[src/rtl/dstq_pkg.sv]
package dstq_pkg;

  localparam int DSTQ_DEPTH    = 16;
  localparam int DSTQ_ID_COUNT = 64;

  localparam int CMD_W = 3;
  localparam int ID_W  = 6;
  localparam int DLY_W = 32;
  localparam int DL_W  = 48;
  localparam int ST_W  = 2;

  localparam logic [CMD_W-1:0] CMD_ADD   = 3'd0;
  localparam logic [CMD_W-1:0] CMD_DEL   = 3'd1;
  localparam logic [CMD_W-1:0] CMD_POP   = 3'd2;
  localparam logic [CMD_W-1:0] CMD_QUERY = 3'd3;
  localparam logic [CMD_W-1:0] CMD_CLEAR = 3'd4;

  localparam logic [ST_W-1:0] ST_OK    = 2'd0;
  localparam logic [ST_W-1:0] ST_ARMED = 2'd1;
  localparam logic [ST_W-1:0] ST_EMPTY = 2'd2;
  localparam logic [ST_W-1:0] ST_FULL  = 2'd3;

  typedef struct packed {
    logic [CMD_W-1:0] command;
    logic [ID_W-1:0]  timer_id;
    logic [DLY_W-1:0] delay_us;
    logic [DL_W-1:0]  now_us;
  } in_word_t;

  typedef struct packed {
    logic [ST_W-1:0]  status;
    logic [ID_W-1:0]  result_id;
    logic [DLY_W-1:0] remaining_us;
    logic             overdue;
    logic             head_changed;
  } out_word_t;

  // Contents of one queue slot.
  typedef struct packed {
    logic [DL_W-1:0] deadline;
    logic [ID_W-1:0] id;
  } cell_t;

  // Operation broadcast to every slot of the chain.
  typedef struct packed {
    logic            add;
    logic            del;
    logic            pop;
    logic [DL_W-1:0] deadline;
    logic [ID_W-1:0] id;
  } cell_ctl_t;

endpackage

[src/rtl/dstq_cell.sv]
module dstq_cell (
  input  logic              clk,
  input  logic              en,
  input  dstq_pkg::cell_ctl_t ctl,
  input  logic              occ,
  input  dstq_pkg::cell_t   left_data,
  input  logic              left_take,
  input  logic              left_hit,
  input  dstq_pkg::cell_t   right_data,
  output dstq_pkg::cell_t   data,
  output logic              take,
  output logic              hit
);
  import dstq_pkg::*;

  cell_t data_r;
  cell_t data_nxt;
  logic  match;

  // The queue is sorted, so take is low for a prefix of the chain and high after it.
  assign take  = !occ || (data_r.deadline > ctl.deadline);
  assign match = occ && (data_r.id == ctl.id);
  assign hit   = left_hit || match;
  assign data  = data_r;

  always_comb begin
    data_nxt = data_r;
    if (ctl.add) begin
      if (left_take) begin
        data_nxt = left_data;
      end else if (take) begin
        data_nxt.deadline = ctl.deadline;
        data_nxt.id       = ctl.id;
      end
    end else if (ctl.pop || (ctl.del && hit)) begin
      data_nxt = right_data;
    end
  end

  always_ff @(posedge clk) begin
    if (en) begin
      data_r <= data_nxt;
    end
  end

endmodule

[src/rtl/deadline_sorted_timer_queue_unit.sv]
// Deadline-sorted timer queue.
// Input channel in_valid/in_ready/in_data carries one command word: add, delete,
// pop first, query next or clear all. Each command returns exactly one result word
// on out_valid/out_ready/out_data, in command order.
// Timers are held in a chain of DEPTH slots kept in ascending deadline order; an
// add computes now plus delay, and every slot compares itself against the new
// deadline and shifts right in the same cycle. Delete and pop shift slots left.
// A command runs in two steps: the accept step registers the word and forms the
// deadline sum, and the execute step does the slot update and the result. The unit
// takes no new word until the execute step of the last one is done.
// out_valid rises when the execute step completes and the result word is registered.
// The result sits in an output register, so the next word is accepted while it
// waits; if the receiver stalls, the following command holds in its execute
// step until the output register frees up.
// Reset (rst_n low, synchronous) empties the queue and disarms every id; no
// clearing pass is needed and the unit is ready the cycle after reset.
module deadline_sorted_timer_queue_unit #(
  parameter int DEPTH    = dstq_pkg::DSTQ_DEPTH,
  parameter int ID_COUNT = dstq_pkg::DSTQ_ID_COUNT
) (
  input  logic                clk,
  input  logic                rst_n,
  input  logic                in_valid,
  output logic                in_ready,
  input  dstq_pkg::in_word_t  in_data,
  output logic                out_valid,
  input  logic                out_ready,
  output dstq_pkg::out_word_t out_data
);
  import dstq_pkg::*;

  localparam int CNT_W = $clog2(DEPTH + 1);
  localparam int ARM_N = (ID_COUNT < (1 << ID_W)) ? ID_COUNT : (1 << ID_W);
  localparam int ARM_W = $clog2(ARM_N);
  localparam logic [ID_W:0]  ARM_LIM = (ID_W + 1)'(ARM_N);
  localparam logic [CNT_W-1:0] CNT_FULL = CNT_W'(DEPTH);

  typedef enum logic [1:0] {
    S_IDLE = 2'b01,
    S_EXEC = 2'b10
  } state_t;

  state_t              state_r, state_nxt;
  logic [CMD_W-1:0]    cmd_r;
  logic [ID_W-1:0]     tid_r;
  logic [DL_W-1:0]     now_r;
  logic [DL_W-1:0]     dl_r;
  logic [CNT_W-1:0]    count_r, count_nxt;
  logic [ARM_N-1:0]    armed_r, armed_nxt;
  logic                out_valid_r;
  out_word_t           out_data_r, res;

  logic                accept, fire;
  logic                empty, full, id_in_range, id_armed;
  logic                do_add, do_del, do_pop;
  logic [DL_W:0]       diff;
  logic                head_later;
  cell_ctl_t           ctl;

  cell_t               cell_q [DEPTH];
  logic [DEPTH-1:0]    take;
  logic [DEPTH-1:0]    hit;

  assign accept   = in_valid && in_ready;
  assign in_ready = (state_r == S_IDLE);
  assign fire     = (state_r == S_EXEC) && (!out_valid_r || out_ready);

  always_comb begin
    state_nxt = state_r;
    unique case (state_r)
      S_IDLE: if (accept) state_nxt = S_EXEC;
      S_EXEC: if (fire) state_nxt = S_IDLE;
      default: state_nxt = S_IDLE;
    endcase
  end

  always_ff @(posedge clk) begin
    if (accept) begin
      cmd_r <= in_data.command;
      tid_r <= in_data.timer_id;
      now_r <= in_data.now_us;
      dl_r  <= in_data.now_us + {{(DL_W - DLY_W){1'b0}}, in_data.delay_us};
    end
  end

  assign empty       = (count_r == '0);
  assign full        = (count_r == CNT_FULL);
  assign id_in_range = ({1'b0, tid_r} < ARM_LIM);
  assign id_armed    = id_in_range && armed_r[tid_r[ARM_W-1:0]];

  assign do_add = (cmd_r == CMD_ADD) && id_in_range && !id_armed && !full;
  assign do_del = (cmd_r == CMD_DEL) && id_armed;
  assign do_pop = (cmd_r == CMD_POP) && !empty;

  assign ctl.add      = do_add;
  assign ctl.del      = do_del;
  assign ctl.pop      = do_pop;
  assign ctl.deadline = dl_r;
  assign ctl.id       = tid_r;

  genvar gi;
  generate
    for (gi = 0; gi < DEPTH; gi++) begin : g_cell
      cell_t left_d, right_d;
      logic  left_t, left_h, occ;

      assign occ = (count_r > CNT_W'(gi));
      if (gi == 0) begin : g_first
        assign left_d = cell_q[gi];
        assign left_t = 1'b0;
        assign left_h = 1'b0;
      end else begin : g_mid
        assign left_d = cell_q[gi-1];
        assign left_t = take[gi-1];
        assign left_h = hit[gi-1];
      end
      if (gi == DEPTH - 1) begin : g_last
        assign right_d = cell_q[gi];
      end else begin : g_inner
        assign right_d = cell_q[gi+1];
      end

      dstq_cell u_cell (
        .clk        (clk),
        .en         (fire),
        .ctl        (ctl),
        .occ        (occ),
        .left_data  (left_d),
        .left_take  (left_t),
        .left_hit   (left_h),
        .right_data (right_d),
        .data       (cell_q[gi]),
        .take       (take[gi]),
        .hit        (hit[gi])
      );
    end
  endgenerate

  // Borrow in the top bit tells whether the head deadline has passed; zero means due now.
  assign diff       = {1'b0, cell_q[0].deadline} - {1'b0, now_r};
  assign head_later = !diff[DL_W] && (diff[DL_W-1:0] != '0);

  always_comb begin
    res       = '0;
    count_nxt = count_r;
    armed_nxt = armed_r;
    unique case (cmd_r)
      CMD_ADD: begin
        if (id_armed) begin
          res.status = ST_ARMED;
        end else if (id_in_range && full) begin
          res.status = ST_FULL;
        end else if (do_add) begin
          res.head_changed                = take[0];
          count_nxt                       = count_r + 1'b1;
          armed_nxt[tid_r[ARM_W-1:0]]     = 1'b1;
        end
      end
      CMD_DEL: begin
        if (do_del) begin
          count_nxt                   = count_r - 1'b1;
          armed_nxt[tid_r[ARM_W-1:0]] = 1'b0;
        end
      end
      CMD_POP: begin
        if (empty) begin
          res.status = ST_EMPTY;
        end else begin
          res.result_id                         = cell_q[0].id;
          count_nxt                             = count_r - 1'b1;
          armed_nxt[cell_q[0].id[ARM_W-1:0]]    = 1'b0;
        end
      end
      CMD_QUERY: begin
        if (empty) begin
          res.status = ST_EMPTY;
        end else if (head_later) begin
          res.remaining_us = (diff[DL_W-1:DLY_W] != '0) ? '1 : diff[DLY_W-1:0];
        end else begin
          res.overdue = 1'b1;
        end
      end
      CMD_CLEAR: begin
        count_nxt = '0;
        armed_nxt = '0;
      end
      default: res = '0;
    endcase
  end

  always_ff @(posedge clk) begin
    if (!rst_n) begin
      state_r     <= S_IDLE;
      count_r     <= '0;
      armed_r     <= '0;
      out_valid_r <= 1'b0;
    end else begin
      state_r <= state_nxt;
      if (fire) begin
        count_r     <= count_nxt;
        armed_r     <= armed_nxt;
        out_valid_r <= 1'b1;
      end else if (out_ready) begin
        out_valid_r <= 1'b0;
      end
    end
  end

  always_ff @(posedge clk) begin
    if (fire) begin
      out_data_r <= res;
    end
  end

  assign out_valid = out_valid_r;
  assign out_data  = out_data_r;

endmodule

[config.mk]
export PLATFORM = sky130hd
export DESIGN_NAME = deadline_sorted_timer_queue_unit
export DESIGN_NICKNAME = d
export VERILOG_FILES = /design/src/rtl/dstq_pkg.sv /design/src/rtl/dstq_cell.sv /design/src/rtl/deadline_sorted_timer_queue_unit.sv
export SDC_FILE = /design/constraint.sdc
export NUM_CORES = 2
export LEC_CHECK = 0
export ABC_CLOCK_PERIOD_IN_PS = 7900
export BUFFER_PORTS_ARGS = -buffer_cell sky130_fd_sc_hd__buf_2
export CAP_MARGIN = 5
export CORE_MARGIN = 10
export CORE_UTILIZATION = 40
export CTS_BUF_LIST = sky130_fd_sc_hd__clkbuf_8
export DETAILED_ROUTE_END_ITERATION = 6
export GPL_ROUTABILITY_DRIVEN = 0
export PLACE_DENSITY = 0.67
export SLEW_MARGIN = 20
export SYNTH_ARGS = -nofsm -noshare
export SYNTH_HDL_FRONTEND = slang
export SYNTH_SLANG_ARGS = --single-unit
[constraint.sdc]
create_clock -name clk -period 7.9 [get_ports clk]
set_input_delay 1.975 -clock clk [delete_from_list [all_inputs] [get_ports clk]]
set_output_delay 1.975 -clock clk [all_outputs]
set_load 0.02 [all_outputs]
==> flow_summary.json <==
{
  "irDropWorstVdd_mv": 0.163,
  "worstSetupStartpointType": "flip-flop",
  "avgSynthCellArea_um2": 9.84,
  "dr.pass1.iters": 7,
  "placed_area_mm2": 0.0808,
  "async_reset_ff_share_pct": 0,
  "htreeDepth": 4,
  "failed_checks": "design-rule violations",
  "max_freq_mhz": 155,
  "synth-edff-count": 1011,
  "cts_tree": "yes",
  "yosys_register_bits": 1083,
  "ys_dominant_reg_cell": "edfxtp_1",
  "fin_worst_skew_ps": 66.9,
  "swShare_pct": 30.5,
  "cp_max_fo": 30,
  "wl_um": 276000,
  "finalMaxSlewViolations": 0,
  "initial_utilization_pct": 40.2,
  "p_int_mw": 9.52,
  "place_ws_ps": 1650,
  "root_buffer": "clkbuf_8",
  "clkSlewWorstSetupHoldPaths_ps": 60,
  "setup_viol": 0,
  "grt_max_degree": 257,
  "yosys-top-cells-area": "edfxtp_1 39%, ha_1 14%, mux2i_1 7.2%, nand2_1 5.9%, o21ai_0 4.7%",
  "place_inst": 10200,
  "ant_nets": 0,
  "num_rows": 161,
  "met1Wirelength_um": 109000,
  "finalInstanceArea_mm2": 0.0843,
  "holdBufCountCts": 0,
  "cts_buffers": 189,
  "synth_area_mm2": 0.0772,
  "cp.arrival_ps": 7040,
  "postSynthCellCount": 7848,
  "dp_hpwl_um": 201000,
  "drc": 2,
  "design.core.area_mm2": 0.192,
  "die_w_um": 459,
  "die_area_mm2": 0.211,
  "synth.largest_area_cell": "edfxtp_1",
  "area_growth_pct": 9.12,
  "fin_util_pct": 43.8,
  "synth.top_cell.area_share_pct": 39.3,
  "grt_usage_pct": 24.9,
  "post_cts_resized": 0,
  "avgRoutedWirePerCell_um": 26.3,
  "fin_nets": 8769,
  "port-buffer-count": 136,
  "total_power_mw": 13.7,
  "worstSetupPathType": "reg -> reg",
  "fin_crit_sh_pct": 81.7,
  "synth_nets": 8797,
  "switchingPower_mw": 4.18,
  "ys_seq_area_share_pct": 41.2,
  "seq_power_share_pct": 47.3,
  "grt_pass1_wl_um": 408000,
  "worstSkewPairLatency_ps": 990,
  "setup_ws_ps": 1450,
  "clock_sinks": 1083,
  "finalCriticalPeriod_ps": 6450,
  "fin_cells": 10500,
  "hold_ws_ps": 513,
  "power_density_mw_per_mm2": 163,
  "rsz0062_at_grt": "false",
  "via_per_inst": 6.37,
  "cp.required_ps": 8490,
  "synth_cell_types": 90,
  "maxSlewHeadroom_pct": 12.2,
  "hp-class": "reg -> reg",
  "power.share.clock_pct": 36.7,
  "die_height_um": 459,
  "grt_pass1_vias": 64400,
  "antenna_found_initial": 12,
  "postCtsSetupBuffers": 0,
  "ios": 137,
  "ctsLongestPathBuffers": 3,
  "drive_above_1_share_pct": 9.29,
  "leakagePower_nw": 32.5,
  "cap_violations": 0,
  "drtIter0Drc": 8804,
  "pwr-share-comb_pct": 16.1,
  "yosysWarnings": 0,
  "worstMarginPinSlew_ps": 1320,
  "wl_met2_um": 120000,
  "wl_met3_um": 31000,
  "overflow": 0,
  "outcome": "complete, but fails checks",
  "end_kind": "flip-flop",
  "hold_viol": 0,
  "dr.max_layer_used": "met5",
  "via_count": 66900,
  "fin_setup_tns_ps": 0
}
## power by group through the flow
stage | Sequential [mW] | Clock [mW] | Combinational, mW
after floorplan | 6.49 | 0 | 1.44
after global placement | 6.58 | 0 | 2.05
after detailed placement | 6.58 | 0 | 2.12
after CTS | 6.46 | 5.07 | 2.13
after global routing | 6.48 | 5.31 | 2.38
final | 6.47 | 5.02 | 2.20
## Yosys cell counts (13+ instances only)
cell	instances
ha_1	854
o2111ai_1	73
nor3_1	87
and3_1	88
and2_1	22
o21a_1	65
o22ai_1	18
a21boi_0	17
or2_2	14
nand4_1	246
buf_2	60
a21o_1	246
or3_1	17
o31ai_1	14
nand3_1	239
nand2_1	1207
mux2_2	115
inv_1	156
a21oi_1	434
xnor2_1	86
o21ai_0	722
nand2b_1	29
nor2b_1	64
nor2_1	208
buf_1	57
o211ai_1	197
mux2i_1	554
a211oi_1	105
a31oi_1	47
a211o_1	13
edfxtp_1	1011
or4_1	19
xor2_1	63
nor4_1	40
dfxtp_1	72
clkbuf_1	381
and4_1	15
## worst max-delay path: stages (launching register included)
cell and delay, ps:
edfxtp_1 840, inv_1 630, ha_1 500, and4_1 220, and2_1 260, nand3_1 160
nor4_1 610, nand3_1 330, a21oi_1 260, a21oi_1 80, a31oi_1 300, o22a_2 510
o31a_2 730, buf_4 550
## state kept, by name (all words and copies together), names as in the netlist, 3 cells and up
register and count:
dl_r 48, g_cell.u_cell.data 864, out_data 42, now_r 48, cmd_r 3, armed_r 64
tid_r 6, count_r 5
## routing by layer
metal / GRT usage (%) / vias up
met2: 38.2 / 4182
met1: 32.5 / 32100
met3: 5.88 / 857
met4: 13.3 / 10
met5: 0 / -
li1: - / 29700
## cells in the final DEF, fill, tap and decap left out, types with 18 or more instances in the layout
master,Yosys,routed
a211oi_1,105,104
a21o_1,246,246
a21oi_1,434,423
a31oi_1,47,43
and2_1,22,18
and3_1,88,87
buf_2,60,136
buf_4,4,137
clkbuf_8,0,201
clkinv_1,1,55
clkinv_2,0,18
dfxtp_1,72,72
edfxtp_1,1011,1011
ha_1,854,854
inv_1,156,210
mux2_2,115,115
mux2i_1,554,554
nand2_1,1207,1206
nand2b_1,29,29
nand3_1,239,238
nand4_1,246,246
nor2_1,208,207
nor2b_1,64,64
nor3_1,87,84
nor4_1,40,39
o2111ai_1,73,73
o211ai_1,197,197
o21a_1,65,64
o21ai_0,722,719
or4_1,19,18
xnor2_1,86,86
xor2_1,63,63
## logic make-up (layout without fill, tap and decap cells)
logic type | Yosys count | after routing | synth area share [%]
buffers and inverters | 664 | 790 | 3.38
AOI/OAI and AO/OA | 2076 | 2076 | 16.7
adders and majority gates | 856 | 856 | 13.9
other | 0 | 5 | 0
and+or+nand+nor | 2349 | 2349 | 14.2
DFF | 1083 | 1083 | 41.2
xor gates and xnor gates | 149 | 149 | 1.69
muxes | 671 | 671 | 8.92
## final timing paths
| kind | startpoint | end | slack [ps] | cells past startpoint |
|---|---|---|---|---|
| max | dl_r[19]$_DFFE_PP_ | g_cell[14].u_cell.data[15]$_DFFE_PP_ | 1450 | 13 |
| min | armed_r[34]$_SDFFE_PN0P_ | armed_r[34]$_SDFFE_PN0P_ | 510 | 2 |
| max reg2reg | dl_r[19]$_DFFE_PP_ | g_cell[14].u_cell.data[15]$_DFFE_PP_ | 1450 | 13 |
| min reg2reg | armed_r[34]$_SDFFE_PN0P_ | armed_r[34]$_SDFFE_PN0P_ | 510 | 2 |
## area by class of cell
type / instances / area [um2]
diodes: 5 / 12.5
clock buffers: 201 / 2770
clock inverters: 144 / 712
fillers: 18100 / 108000
inverters: 158 / 593
multi-input cells: 6101 / 43300
flip-flops and latches: 1083 / 31800
well taps: 2526 / 3160
repair buffers: 287 / 1960
No activity file was read; power rests on OpenSTA's default activity.
